File: config.mk
export PLATFORM = sky130hd
export DESIGN_NAME = mhtq_heap_ram
export DESIGN_NICKNAME = d
export VERILOG_FILES = /design/src/sv/mhtq_heap_ram.sv
export SDC_FILE = /design/constraint.sdc
export NUM_CORES = 2
export LEC_CHECK = 0
export BUFFER_PORTS_ARGS = -buffer_cell sky130_fd_sc_hd__buf_4
export CORE_MARGIN = 8
export CORE_UTILIZATION = 38
export CTS_BUF_LIST = sky130_fd_sc_hd__clkbuf_16
export DETAILED_ROUTE_END_ITERATION = 6
export GPL_TIMING_DRIVEN = 0
export PLACE_DENSITY = 0.65
export RECOVER_POWER = 25
export SYNTH_ARGS = -nofsm -noshare
export SYNTH_HDL_FRONTEND = slang
export SYNTH_SLANG_ARGS = --single-unit
File: constraint.sdc
create_clock -name i_clk -period 4.88 [get_ports i_clk]
set_input_delay 0.976 -clock i_clk [delete_from_list [all_inputs] [get_ports i_clk]]
set_output_delay 0.976 -clock i_clk [all_outputs]
set_load 0.01 [all_outputs]
File: src/sv/mhtq_heap_ram.sv
`default_nettype none
module mhtq_heap_ram #(
    parameter int DEPTH = 32,
    parameter int AW    = 5,
    parameter int DW    = 56
) (
    input  wire logic          i_clk,
    input  wire logic          i_we,
    input  wire logic [AW-1:0] i_waddr,
    input  wire logic [DW-1:0] i_wdata,
    input  wire logic [AW-1:0] i_raddr_a,
    input  wire logic [AW-1:0] i_raddr_b,
    output logic      [DW-1:0] o_rdata_a,
    output logic      [DW-1:0] o_rdata_b
);

    logic [DW-1:0] r_mem [DEPTH];

    always_ff @(posedge i_clk) begin
        if (i_we) begin
            r_mem[i_waddr] <= i_wdata;
        end
        o_rdata_a <= r_mem[i_raddr_a];
        o_rdata_b <= r_mem[i_raddr_b];
    end

endmodule
`default_nettype wire

* Yosys cells after proc, flatten, opt, wreduce, memory -nomap -nowiden
Memory sizes are Yosys's and may differ from the RTL's. A register that Yosys moved wholly into a read port is not among the register bits. Cells that the tools add are included.
Word-level totals: register bits after elaboration 0, bits in latches 0, memory bits (writable) 1792, ROM bits 0, word-level logic and storage cells 3, memories kept 1
Operators by class: $add $sub $neg 0, multiply operators 0, div/mod/pow operators 0, $lt $le $gt $ge 0, equality and inequality tests 0, shift-type cells 0, mux-type cells 2, bitwise operators 0, reductions and logical operators 0
Memory list:
- r_mem | words 32, bits a word 56, rd ports 2, clocked after Yosys merged registers in 2, write ports 1, RTL line 17 | logic [DW-1:0] r_mem [DEPTH];
Operators by type and width (count):
- $mux W1 | 2

* Logic depth before layout (Yosys ltp)
depth after elaboration 2, mapped depth 8, depth with buffers taken out 5

* Worst setup path before layout
OpenSTA, ideal clock, no wires.
path kind input to register, start point in i_waddr[1], end point mem r_mem[12][0], enable pin, arrival time 3981 ps, required time 4410 ps, path slack 429 ps, stages 3, path buffers 1, cells stage by stage or3b_2 -> clkbuf_1 -> nor2_1
RTL lines:
- from (decl) | RTL line 9 | input wire logic [AW-1:0] i_waddr,
- to (decl) | RTL line 17
No word-level cell before the write port.

==> impl_metrics.tcl <==
set metrics [dict create \
    status "finished with violations" \
    violations "max-capacitance violations, max-slew violations" \
    syn_avg_cell_area_um2 14.60 \
    hold_path_end "r_mem[12][47]$_DFFE_PP_" \
    p_clk_share_pct 41.4 \
    cp.required_ps 5480 \
    syn_nets 6069 \
    drt_iter0_drc 6721 \
    ys_seq_elements 1904 \
    grt_overflow 0 \
    skew_ps 24.27 \
    postCtsSetupBuffers 0 \
    start_kind "input pin" \
    route.detailed.drc 0 \
    slew_headroom_pct -8.140 \
    avgViaCountPerCell 5.965 \
    dp_hpwl_mm 207.3 \
    slew_violations 594 \
    hold_depth 1 \
    powerDensity_nw_per_um2 368.9 \
    clock-sinks 1904 \
    cap_violations 20 \
    drive_above_1_share_pct 12.25 \
    path_max_fanout 10 \
    ys_warn_count 0 \
    grt_pass1_wl_mm 413.4 \
    ioPinCount 185 \
    io_buffer_count 182 \
    cts_buffer_depth 3 \
    combPwrFrac_pct 9.4 \
    syn_area_um2 87560 \
    die_h_um 496.0 \
    setup_ws_ps 1520 \
    reg2reg_slack_ps 2950 \
    seq_area_frac_synth_pct 64.02 \
    first_global_vias 57660 \
    first_pass_iters 6 \
    cts_tree "built" \
    ctsResizeCount 0 \
    cp.arrival_ps 3960 \
    grt_usage_pct 23.17 \
    hold_viol 0 \
    rows 176 \
    hold_class "in -> reg" \
    critical_path_class "in -> reg" \
    p_int_mw 28.20 \
    grt_max_degree 33 \
    synth.largest_area_cell "edfxtp_1" \
    nets 6526 \
    antenna_found_initial 33 \
    synth_fa_ha_area_share_pct 0 \
    clk_pin_slew_ps 60 \
    cts-buffers-inserted 205 \
    layout_min_cycle_time_ps 3360 \
    dieArea_um2 246000 \
    yosys.area_share.simple_pct 4.347 \
    initial_core_util_pct 38.16 \
    synth_top_family_by_area "multiplexers" \
    clk_latency_ps 860 \
    ir_worst_vdd_uv 409.4 \
    fp.coreArea_um2 229500 \
    place_congestion 0.8890 \
    swShare_pct 24.17 \
    switching_power_mw 8.989 \
    ant_nets 0 \
    wl_per_cell_um 30.78 \
    end_kind "flop" \
    synth_compound_area_share_pct 7.842 \
    post-place-ws_ps 640.0 \
    die_w_um 496.0 \
    holdWs_ps 570.6 \
    p_seq_share_pct 49.2 \
    synthCells 5996 \
    vias 57620 \
    routed_wl_mm 297.3 \
    hold_start "i_wdata[47]" \
    htree_num_levels 4 \
    r2r-start "r_mem[0][24]$_DFFE_PP_" \
    rsz0062_at_grt "no" \
    hold_buffers 0 \
    tightest_slew_ps 1622 \
    yosys.area_share.xor_xnor_pct 0 \
    fmax_mhz 297.6 \
    synth.distinct_cells 26 \
    setup_viol 0 \
    p_leak_nw 37.53 \
    yosysTopAreaCellShare_pct 61.46 \
    muxShareOfSynthArea_pct 20.49 \
    synth_area_leaders "edfxtp_1 61%, mux2i_1 20%, a22oi_1 2.9%" \
    r2r_cells 5 \
    root_buffer "clkbuf_16" \
    fin_crit_sh_pct 68.85 \
    reg2reg_to "o_rdata_a[24]$_DFF_P_" \
    area_growth_pct 15.16 \
]
==> placed cells by master (no fill, tap or decap), types with 189 or more instances in the layout <==
cell type and instances:
nand3_1 338, a21oi_1 336, a22oi_1 336, nand2_1 339
buf_4 230, clkbuf_1 189, clkbuf_16 208, edfxtp_1 1792
mux2i_1 1792, a22o_1 224
==> cell usage after synthesis <==
cell,instances
nor2_2,2
nand3b_1,5
edfxtp_1,1792
or2_2,2
or3_1,1
buf_8,10
nor2_1,33
and2_1,2
buf_4,92
buf_6,81
nand3_1,338
nand2b_1,4
mux2i_1,1792
buf_1,10
clkbuf_4,8
a31oi_1,112
or3b_2,3
a22o_1,224
nor2b_1,4
clkbuf_1,149
dfxtp_1,112
a22oi_1,336
nor3_1,112
a21oi_1,336
buf_2,97
nand2_1,339
==> how the worst max path moves through the flow <==
stage,startpoint,end,cells past startpoint
final,i_raddr_a[0],o_rdata_a[24]$_DFF_P_,7
after global routing,i_raddr_a[0],o_rdata_a[24]$_DFF_P_,7
after CTS,i_raddr_a[0],o_rdata_a[24]$_DFF_P_,7
after detailed placement,i_raddr_a[0],o_rdata_a[24]$_DFF_P_,7
after global placement,i_waddr[1],r_mem[8][4]$_DFFE_PP_,4
after floorplan,i_waddr[1],r_mem[12][0]$_DFFE_PP_,3
==> flip-flops by register name, indices dropped and copies added (netlist names) <==
register,flops
o_rdata_a,56
o_rdata_b,56
r_mem,1792
==> per-layer routing <==
layer  part of all wire [%]  up-vias  wire length (um)  GRT usage [%]
li1                       -    24620                 -              -
met1                     39    29230            115000          28.76
met2                     48     3098            141500          38.33
met3                    8.7      648             25780          4.936
met4                    5.0       20             14960          11.71
met5                  0.044        -               132              0
==> cell families after synthesis <==
group / after synthesis
multiplexers: 1792
AND/OR/NAND/NOR: 845
AO/OA/AOI/OAI: 1008
buffers and inverters: 447
flip-flops: 1904
==> area by class of cell <==
type,instances,area [um2]
Clock inverter,158,1351
Multi-Input combinational cell,3645,28850
Fill cell,20420,128600
Sequential cell,1904,56050
Buffer,447,2900
Timing Repair Buffer,250,2630
Clock buffer,208,5205
Antenna cell,22,55.05
Tap cell,3026,3786
==> through the flow <==
stage / instance area (um2) / TNS (ps) / power [mW] / util, % / std cells
2_1_floorplan: 87560 / 0 / 20.47 / - / 5996
3_3_place_gp: 92710 / -4318430 / 22.02 / 40.40 / 9204
3_5_place_dp: 94390 / 0 / 22.10 / 41.13 / 9272
4_1_cts: 100900 / 0 / 37.30 / 43.99 / 9638
5_1_grt: 100800 / 0 / 38.10 / 43.93 / 9649
6_report: 100800 / 0 / 37.19 / 43.94 / 9660
==> power by group through the flow <==
| stage | clock network (mW) | registers, mW | logic, mW |
|---|---|---|---|
| 3_5_place_dp | 0 | 18.6 | 3.47 |
| 5_1_grt | 16.1 | 18.3 | 3.63 |
| 4_1_cts | 15.5 | 18.3 | 3.48 |
| 6_report | 15.4 | 18.3 | 3.50 |
| 3_3_place_gp | 0 | 18.6 | 3.38 |
| 2_1_floorplan | 0 | 18.7 | 1.79 |
==> worst max-delay path, cell delays in order <==
cell	delay [ps]
buf_4	130
nor2_2	460
buf_2	770
clkbuf_1	820
a22oi_1	260
nand3_1	200
nand3_1	320
Note: power is estimated with default switching activity, not from simulation.
