$ cat src/sv/mhtq_slot_ram.sv
`default_nettype none
module mhtq_slot_ram #(
    parameter int DEPTH = 256,
    parameter int AW    = 8,
    parameter int DW    = 5
) (
    input  wire logic          i_clk,
    input  wire logic          i_we,
    input  wire logic [AW-1:0] i_waddr,
    input  wire logic [DW-1:0] i_wdata,
    input  wire logic [AW-1:0] i_raddr,
    output logic      [DW-1:0] o_rdata
);

    logic [DW-1:0] r_mem [DEPTH];

    always_ff @(posedge i_clk) begin
        if (i_we) begin
            r_mem[i_waddr] <= i_wdata;
        end
        o_rdata <= r_mem[i_raddr];
    end

endmodule
`default_nettype wire

$ cat config.mk
export PLATFORM = sky130hd
export DESIGN_NAME = mhtq_slot_ram
export DESIGN_NICKNAME = d
export VERILOG_FILES = /design/src/sv/mhtq_slot_ram.sv
export SDC_FILE = /design/constraint.sdc
export NUM_CORES = 1
export LEC_CHECK = 0
export ABC_AREA = 1
export BUFFER_PORTS_ARGS = -buffer_cell sky130_fd_sc_hd__buf_2
export CORE_MARGIN = 1
export CORE_UTILIZATION = 36
export DETAILED_ROUTE_END_ITERATION = 12
export SETUP_SLACK_MARGIN = 0.15
export SYNTH_ARGS = -nofsm -noshare
export SYNTH_HDL_FRONTEND = slang
export SYNTH_SLANG_ARGS = --single-unit
$ cat constraint.sdc
create_clock -name i_clk -period 1.6 [get_ports i_clk]
set_input_delay 0.24 -clock i_clk [delete_from_list [all_inputs] [get_ports i_clk]]
set_output_delay 0.24 -clock i_clk [all_outputs]
set_load 0.02 [all_outputs]
# --- Word level (Yosys, flattened, before mapping) ---
# Memory sizes are Yosys's and may differ from the RTL's. A register that Yosys moved wholly into a read port is not among the register bits.
# Cells that the tools add are included.
classes:
  mux: 2
ops:
  columns: ["op", "count"]
  rows:
  - ["1-bit 2-to-1 mux", 2]
totals:
  wordCells: 3
  memories: 1
  out_inout_bits: 5
  ramBits: 1280
  register_bits: 0
  in_bits: 23
memory_table:
  columns: ["memory", "words", "width", "read_ports", "rd_clocked_by_memory_dff", "write_ports", "line", "rtl"]
  rows:
  - ["r_mem", 256, 5, 1, 1, 1, "15", "logic [DW-1:0] r_mem [DEPTH];"]

# --- Depth between registers and ports, before layout ---
# Gate-level depths: netlist of the first run.
depth:
  ltp_word: 2
  depth_mapped: 13
  mapped_depth_nobuf: 11

# --- Worst setup path after synthesis of the first run ---
# OpenSTA, ideal clock, no wires.
synth_path:
  kind: "input -> register"
  start: "input i_we"
  end: "memory r_mem[166][0], enable pin"
  t_arrival_ns: 1.237
  n_path_buf: 2
  setup_ns: 0.339
  required_ns: 1.261
  cell_stages: 4
  slack_ns: 0.023
  cell_sequence: "clkbuf_1 > nand3_1 > clkbuf_1 > nor2_1"
synth_via:
  elab_chain_cells: 2
synth_rtl:
  columns: ["element", "line", "rtl"]
  rows:
  - ["start, declared", "8", "input wire logic i_we,"]
  - ["1-bit 2-to-1 mux", "18", "if (i_we) begin"]
  - ["1-bit 2-to-1 mux (implied by the code)", "19", "r_mem[i_waddr] <= i_wdata;"]
  - ["end, declared", "15", null]
# No other way between the ends.

# --- Worst setup path after layout of the first run ---
layout_path:
  start: "register o_rdata[3] (read register of r_mem)"
  end: "output o_rdata[3]"
layout_rtl:
  columns: ["element", "line", "rtl"]
  rows:
  - ["start, declared", "12", "output logic [DW-1:0] o_rdata"]
# No word-level cell between the ends.

==> results of run 1 <==
registers in the layout, indices dropped and copies added, names as in the netlist:
| register | cells |
|---|---|
| r_mem | 1280 |
| o_rdata | 5 |
metrics by stage:
stage	cells	setup TNS [ps]	util	hold WS, ps	cell area [um^2]
5_1_grt	6967	0	0.4453	211.1	64820
2_1_floorplan	4552	0	-	338.9	52830
6_report	6967	0	0.4453	207.0	64820
4_1_cts	6966	0	0.4425	139.8	64410
3_3_place_gp	6725	-55220	0.4078	487.0	59360
3_5_place_dp	6725	-58750	0.4078	485.2	59360
layout by cell type (no fill, tap or decap):
cell and count:
sky130_fd_sc_hd__buf_6 9, sky130_fd_sc_hd__buf_4 426, sky130_fd_sc_hd__buf_2 13, sky130_fd_sc_hd__inv_8 2, sky130_fd_sc_hd__dlygate4sd3_1 6, sky130_fd_sc_hd__nand3_2 153, sky130_fd_sc_hd__buf_8 7, sky130_fd_sc_hd__nand3_1 1069
sky130_fd_sc_hd__nand2_1 1367, sky130_fd_sc_hd__inv_1 33, sky130_fd_sc_hd__nor2_2 30, sky130_fd_sc_hd__clkinv_2 13, sky130_fd_sc_hd__clkinv_1 28, sky130_fd_sc_hd__clkbuf_16 144, sky130_fd_sc_hd__bufinv_16 12, sky130_fd_sc_hd__nand3_4 11
sky130_fd_sc_hd__dfxtp_2 4, sky130_fd_sc_hd__clkbuf_8 1, sky130_fd_sc_hd__nand2_2 32, sky130_fd_sc_hd__clkbuf_1 33, sky130_fd_sc_hd__clkinvlp_4 1, sky130_fd_sc_hd__buf_12 112, sky130_fd_sc_hd__clkinv_8 4, sky130_fd_sc_hd__dfxtp_4 1
sky130_fd_sc_hd__buf_16 1, sky130_fd_sc_hd__inv_6 4, sky130_fd_sc_hd__nand2_4 1, sky130_fd_sc_hd__nor2_1 253, sky130_fd_sc_hd__edfxtp_1 1280
worst min path at each step:
| stage | end | cells past startpoint | from |
|---|---|---|---|
| finish | o_rdata[3]$_DFF_P_ | 5 | i_raddr[6] |
| global route | o_rdata[1]$_DFF_P_ | 5 | i_raddr[6] |
| CTS | o_rdata[3]$_DFF_P_ | 5 | i_raddr[6] |
| detailed placement | r_mem[235][4]$_DFFE_PP_ | 1 | i_wdata[4] |
| global placement | r_mem[235][4]$_DFFE_PP_ | 1 | i_wdata[4] |
| floorplan | r_mem[0][0]$_DFFE_PP_ | 0 | i_wdata[0] |
per-layer routing:
metal  vias up  share of wire
met4         2          0.029
met2      1510           0.47
met5         -       0.000086
met1     18130           0.43
met3       226          0.075
li1      16830              -
logic make-up (layout without fill, tap and decap cells):
family,Yosys count,in the layout,synth area share
flops,1285,1285,0.7310
buf+inv,351,849,0.03211
simple gates,2916,2916,0.2369
timing repair:
action / 4_1_cts / 5_1_grt
endpoints found under the hold margin: 81 / 0
gates resized for setup: 147 / 82
pin swaps: 46 / 34
cloned: 0 / 1
endpoints found under the setup margin: 10 / 10
hold buffers: 6 / 0
power by group through the flow:
stage | clock network, mW | logic [mW] | registers, mW
2_1_floorplan | 0 | 2.36 | 37.9
3_3_place_gp | 0 | 4.96 | 37.8
3_5_place_dp | 0 | 4.99 | 37.8
4_1_cts | 31.4 | 5.21 | 37.1
5_1_grt | 32.6 | 5.74 | 37.1
6_report | 31.0 | 5.36 | 37.1
cell type report:
cell class,count,area (um^2)
well taps,1917,2399
fillers,13040,80740
clock inverters,58,616.8
inverters,39,167.7
flip-flops and latches,1285,38550
repair buffers,575,5824
clock buffers,177,3716
multi-input cells,2916,13550
==> results.json, run 1 <==
{
  "run_status": "completed",
  "timing_worst_slew_pin_value_ps": 699.3,
  "global_route.peak_usage_layer": "met2",
  "site_rows": 140,
  "grtUsageMet3": 0.02829,
  "startpoint": "o_rdata[3]$_DFF_P_",
  "synth-edff-count": 1280,
  "floorplan.core_area_um2": 145600,
  "area_delta_synth_final_pct": 22.96,
  "yosysMostFrequentCell": "sky130_fd_sc_hd__nand2_1",
  "fp.dieArea_um2": 148000,
  "floorplan.initialDensity": 0.3622,
  "number_of_buffers_between_clock_root_and_the_deepest_sink": 3,
  "setup_slack_on_the_worst_flop_to_flop_path_ps": 110,
  "share_of_the_cycle_needed_by_the_critical_path_after_routing": 0.9469,
  "gp_congestion": 0.8691,
  "grt_use_met1": 0.2852,
  "timing.final.ws_setup_ps": 84.95,
  "met2_usage": 0.3250,
  "ys_async_sr_fraction": 0,
  "tritoncts.num_buffers": 137,
  "crit_required_ps": 1360,
  "cp_slowest_cell": "sky130_fd_sc_hd__dfxtp_4",
  "setup_viol": 0,
  "synth_top_cells_by_count": "1400 x sky130_fd_sc_hd__nand2_1, 1280 x sky130_fd_sc_hd__edfxtp_1, 1233 x sky130_fd_sc_hd__nand3_1",
  "ir_worst_vdd_mv": 1.027,
  "antenna_left": 0,
  "drcViolationCount": 0,
  "period_needed_ps": 1515,
  "path_delay_family": "flip-flops",
  "finalWirelength_mm": 151.7,
  "worstReg2RegStart": "r_mem[111][0]$_DFFE_PP_",
  "drt_iter0_markers": 4083,
  "synthCells": 4552,
  "syn_avg_cell_area_um2": 11.58,
  "design.portCount": 28,
  "ys_seq_elements": 1285,
  "rr_endpoint": "o_rdata[0]$_DFF_P_",
  "critical_path_stages": 1,
  "internal_power_mw": 57.07,
  "width_of_the_die_um": 384.7,
  "netlist_top_cells_area": "sky130_fd_sc_hd__edfxtp_1 73%, sky130_fd_sc_hd__nand3_1 12%, sky130_fd_sc_hd__nand2_1 10%, sky130_fd_sc_hd__nor2_1 2.0%, sky130_fd_sc_hd__buf_2 1.8%",
  "hpwlAfterDp_mm": 95.91,
  "yosys_warnings": 0,
  "cts.htree.levels": 4,
  "cpPeakStageDelay_ps": 410,
  "setup.worst_path.end": "o_rdata[3]",
  "cp_max_fo": 1,
  "design.final.nets": 4977,
  "synth_top_cell_by_area": "sky130_fd_sc_hd__edfxtp_1",
  "drv.max_cap_violation_count": 0,
  "worst_setup_hold_path_clk_slew_ps": 50,
  "ys_seq_area_frac": 0.7310,
  "synth_top_area_share": 0.7291,
  "slew_headroom": 0.5309,
  "drt-pass1-iter-count": 6,
  "insertion_delay_ps": 750,
  "die_ht_um": 384.7,
  "wl_per_cell_um": 21.77,
  "placement.io_buffers": 27,
  "clock_power_share": 0.422,
  "postCtsSetupRepairBufs": 0,
  "drive_above_1_share": 0.1943,
  "power-per-cell-area_nw_per_um2": 1134,
  "crit_chain": "buf_6",
  "rsz0062_at_grt": "yes",
  "drv_slew": 0,
  "critPathKind": "flop to output port",
  "max_freq_ghz": 0.6600,
  "antenna_found_initial": 4,
  "r2r_cells": 10,
  "grt_pass1_wl_mm": 226.5,
  "setup.worst_path.end_class": "output port",
  "switchingPower_mw": 16.42,
  "cts_sinks": 1285,
  "grt_overflow": 0,
  "crit_path_dat_ps": 1280,
  "net_count_after_synthesis": 4575,
  "worst_setup_path_start_kind": "flop",
  "skew_ps": 32.54,
  "power.switching_fraction": 0.2234,
  "grt_use_total": 0.2038,
  "path_buf_inv": 1,
  "register_share_of_total_power": 0.505,
  "min-delay-path-class": "input port to flop",
  "via_count": 36690,
  "hold_violations": 0,
  "maximum_number_of_pins_on_one_net_before_global_route_repair": 75,
  "number_of_vias_per_cell_after_detailed_routing": 5.266,
  "grt_pass1_vias": 35900,
  "num_antenna_cells": 0,
  "p_leak_nw": 23.43,
  "pwr-share-comb": 0.073,
  "cts_tree": "done",
  "cts_root_buf": "sky130_fd_sc_hd__clkbuf_16",
  "post_synth_instance_area_um2": 52720,
  "yosysUniqueCellTypes": 12,
  "post-place-ws_ps": -940.9,
  "post-layout-total-power_mw": 73.49,
  "dominantRegCellSynth": "sky130_fd_sc_hd__edfxtp_1"
}
Note: power is estimated with default switching activity, not from simulation.
==> inputs of run 2 (changes only) <==
--- a/config.mk
+++ b/config.mk
@@ -10,6 +10,7 @@
 export CORE_MARGIN = 1
 export CORE_UTILIZATION = 36
 export DETAILED_ROUTE_END_ITERATION = 12
+export RECOVER_POWER = 25
 export SETUP_SLACK_MARGIN = 0.15
 export SYNTH_ARGS = -nofsm -noshare
 export SYNTH_HDL_FRONTEND = slang
==> results.json, run 2 (same netlist as run 1, synthesis figures left out) <==
{
  "highest_count_cells_in_the_layout_ignoring_fill_and_taps": "1367 x sky130_fd_sc_hd__nand2_1, 1280 x sky130_fd_sc_hd__edfxtp_1, 1069 x sky130_fd_sc_hd__nand3_1",
  "period_needed_ps": 1516,
  "insertion_delay_ps": 750,
  "share_of_the_cycle_needed_by_the_critical_path_after_routing": 0.9476,
  "worstReg2RegStart": "r_mem[111][0]$_DFFE_PP_",
  "floorplan.initialDensity": 0.3622,
  "die_ht_um": 384.7,
  "register_share_of_total_power": 0.506,
  "crit_required_ps": 1360,
  "min-delay-path-class": "input port to flop",
  "worst_setup_path_start_kind": "flop",
  "placement.io_buffers": 27,
  "clock_power_share": 0.422,
  "path_buf_inv": 1,
  "drv.max_cap_violation_count": 0,
  "cp_slowest_cell": "sky130_fd_sc_hd__dfxtp_4",
  "timing_worst_slew_pin_value_ps": 1099,
  "tritoncts.num_buffers": 137,
  "largest_register": "r_mem",
  "number_of_vias_per_cell_after_detailed_routing": 5.251,
  "cts_sinks": 1285,
  "cts_root_buf": "sky130_fd_sc_hd__clkbuf_16",
  "cpPeakStageDelay_ps": 410,
  "number_of_buffers_between_clock_root_and_the_deepest_sink": 3,
  "crit_chain": "buf_6",
  "design.portCount": 28,
  "run_status": "completed",
  "switchingPower_mw": 16.36,
  "drcViolationCount": 0,
  "antenna_left": 0,
  "gp_congestion": 0.8691,
  "setup_slack_on_the_worst_flop_to_flop_path_ps": 100,
  "grt_overflow": 0,
  "power.switching_fraction": 0.2229,
  "cts.htree.levels": 4,
  "maximum_number_of_pins_on_one_net_before_global_route_repair": 75,
  "setup.worst_path.end": "o_rdata[3]",
  "max_freq_ghz": 0.6596,
  "p_leak_nw": 23.29,
  "reg_top3": "r_mem: 1280 flops, o_rdata: 5 flops",
  "drt-pass1-iter-count": 6,
  "slew_headroom": 0.2674,
  "crit_path_dat_ps": 1280,
  "r2r_cells": 10,
  "largest_reg_flops": 1280,
  "cts_tree": "done",
  "grt_use_total": 0.2038,
  "drv_slew": 0,
  "grt_pass1_wl_mm": 226.5,
  "skew_ps": 32.60,
  "wl_per_cell_um": 21.72,
  "startpoint": "o_rdata[3]$_DFF_P_",
  "design.final.nets": 4977,
  "area_delta_synth_final_pct": 22.49,
  "worst_setup_hold_path_clk_slew_ps": 50,
  "postLayoutCellArea_um2": 64570,
  "via_count": 36580,
  "critPathKind": "flop to output port",
  "site_rows": 140,
  "power-per-cell-area_nw_per_um2": 1137,
  "most_common_cell_after_layout_fill_and_taps_aside": "sky130_fd_sc_hd__nand2_1",
  "ir_worst_vdd_mv": 1.030,
  "setup.worst_path.end_class": "output port",
  "drive_above_1_share": 0.1889,
  "rr_endpoint": "o_rdata[0]$_DFF_P_",
  "finalWirelength_mm": 151.4,
  "hold_violations": 0,
  "placedInstanceArea_um2": 59360,
  "grt_pass1_vias": 35900,
  "width_of_the_die_um": 384.7,
  "postCtsSetupRepairBufs": 0,
  "antenna_found_initial": 4,
  "setup_total_negative_slack_ps": 0,
  "num_antenna_cells": 0,
  "internal_power_mw": 57.04,
  "path_delay_family": "flip-flops",
  "rsz0062_at_grt": "yes",
  "cp_max_fo": 1,
  "pwr-share-comb": 0.072,
  "drt_iter0_markers": 4130,
  "fp.dieArea_um2": 148000,
  "setup_viol": 0,
  "hpwlAfterDp_mm": 95.91,
  "floorplan.core_area_um2": 145600,
  "critical_path_stages": 1
}
==> run 2: changes by cell type in the layout (fill, tap and decap cells not counted), sizes merged <==
cell,change
buf,-40
clkbuf,+40
==> run 2: power groups by stage <==
stage	registers (mW)	logic, mW	clock network, mW
after floorplan	37.9	2.36	0
after global placement	37.8	4.96	0
after detailed placement	37.8	4.99	0
after CTS	37.1	5.21	31.4
after global routing	37.1	5.70	32.6
final	37.1	5.31	30.9
==> run 2: layout make-up <==
class	count	area (um^2)
sequential	1285	38550
clock buffer	177	3716
inverter	39	167.7
tap	1917	2399
timing repair buffer	575	5590
multi-input combinational	2916	13540
fill	13080	80990
clock inverter	58	616.8
==> run 2: repair_timing <==
action,in CTS,in global routing
resized for setup,147,82
gates cloned,0,1
hold endpoints to repair,81,0
hold buffers,6,0
pin swaps,46,34
setup endpoints to repair,10,10
==> run 2: how the worst min path moves through the flow <==
stage	start	to	slack, ps	cells past startpoint
3_3_place_gp	i_wdata[4]	r_mem[235][4]$_DFFE_PP_	490	1
3_5_place_dp	i_wdata[4]	r_mem[235][4]$_DFFE_PP_	490	1
2_1_floorplan	i_wdata[0]	r_mem[0][0]$_DFFE_PP_	340	0
6_report	i_raddr[6]	o_rdata[3]$_DFF_P_	210	5
4_1_cts	i_raddr[6]	o_rdata[3]$_DFF_P_	140	5
5_1_grt	i_raddr[6]	o_rdata[1]$_DFF_P_	210	5
==> run 2: worst min-delay path: stages <==
cell	delay, ps
sky130_fd_sc_hd__buf_2	170
sky130_fd_sc_hd__buf_4	240
sky130_fd_sc_hd__nand3_1	110
sky130_fd_sc_hd__nand3_1	70
sky130_fd_sc_hd__nand2_1	60
==> run 2: metal layers <==
layer	vias to the layer above	track usage	wire length [um]
met5	-	0	13
met4	2	0.07011	4662
met3	226	0.02829	10960
met2	1483	0.3250	71130
met1	18050	0.2852	64580
li1	16830	-	-
==> run 2: through the flow <==
stage               instances  total power [mW]  worst slack, ps    util  hold WS [ps]
finish                   6967             73.40            83.85  0.4436         209.1
global route             6967             75.43            29.45  0.4436         211.1
CTS                      6966             73.75            29.61  0.4425         139.8
detailed placement       6725             42.83           -940.9  0.4078         485.2
global placement         6725             42.80           -932.1  0.4078         487.0
floorplan                4552             40.22            151.7       -         338.9
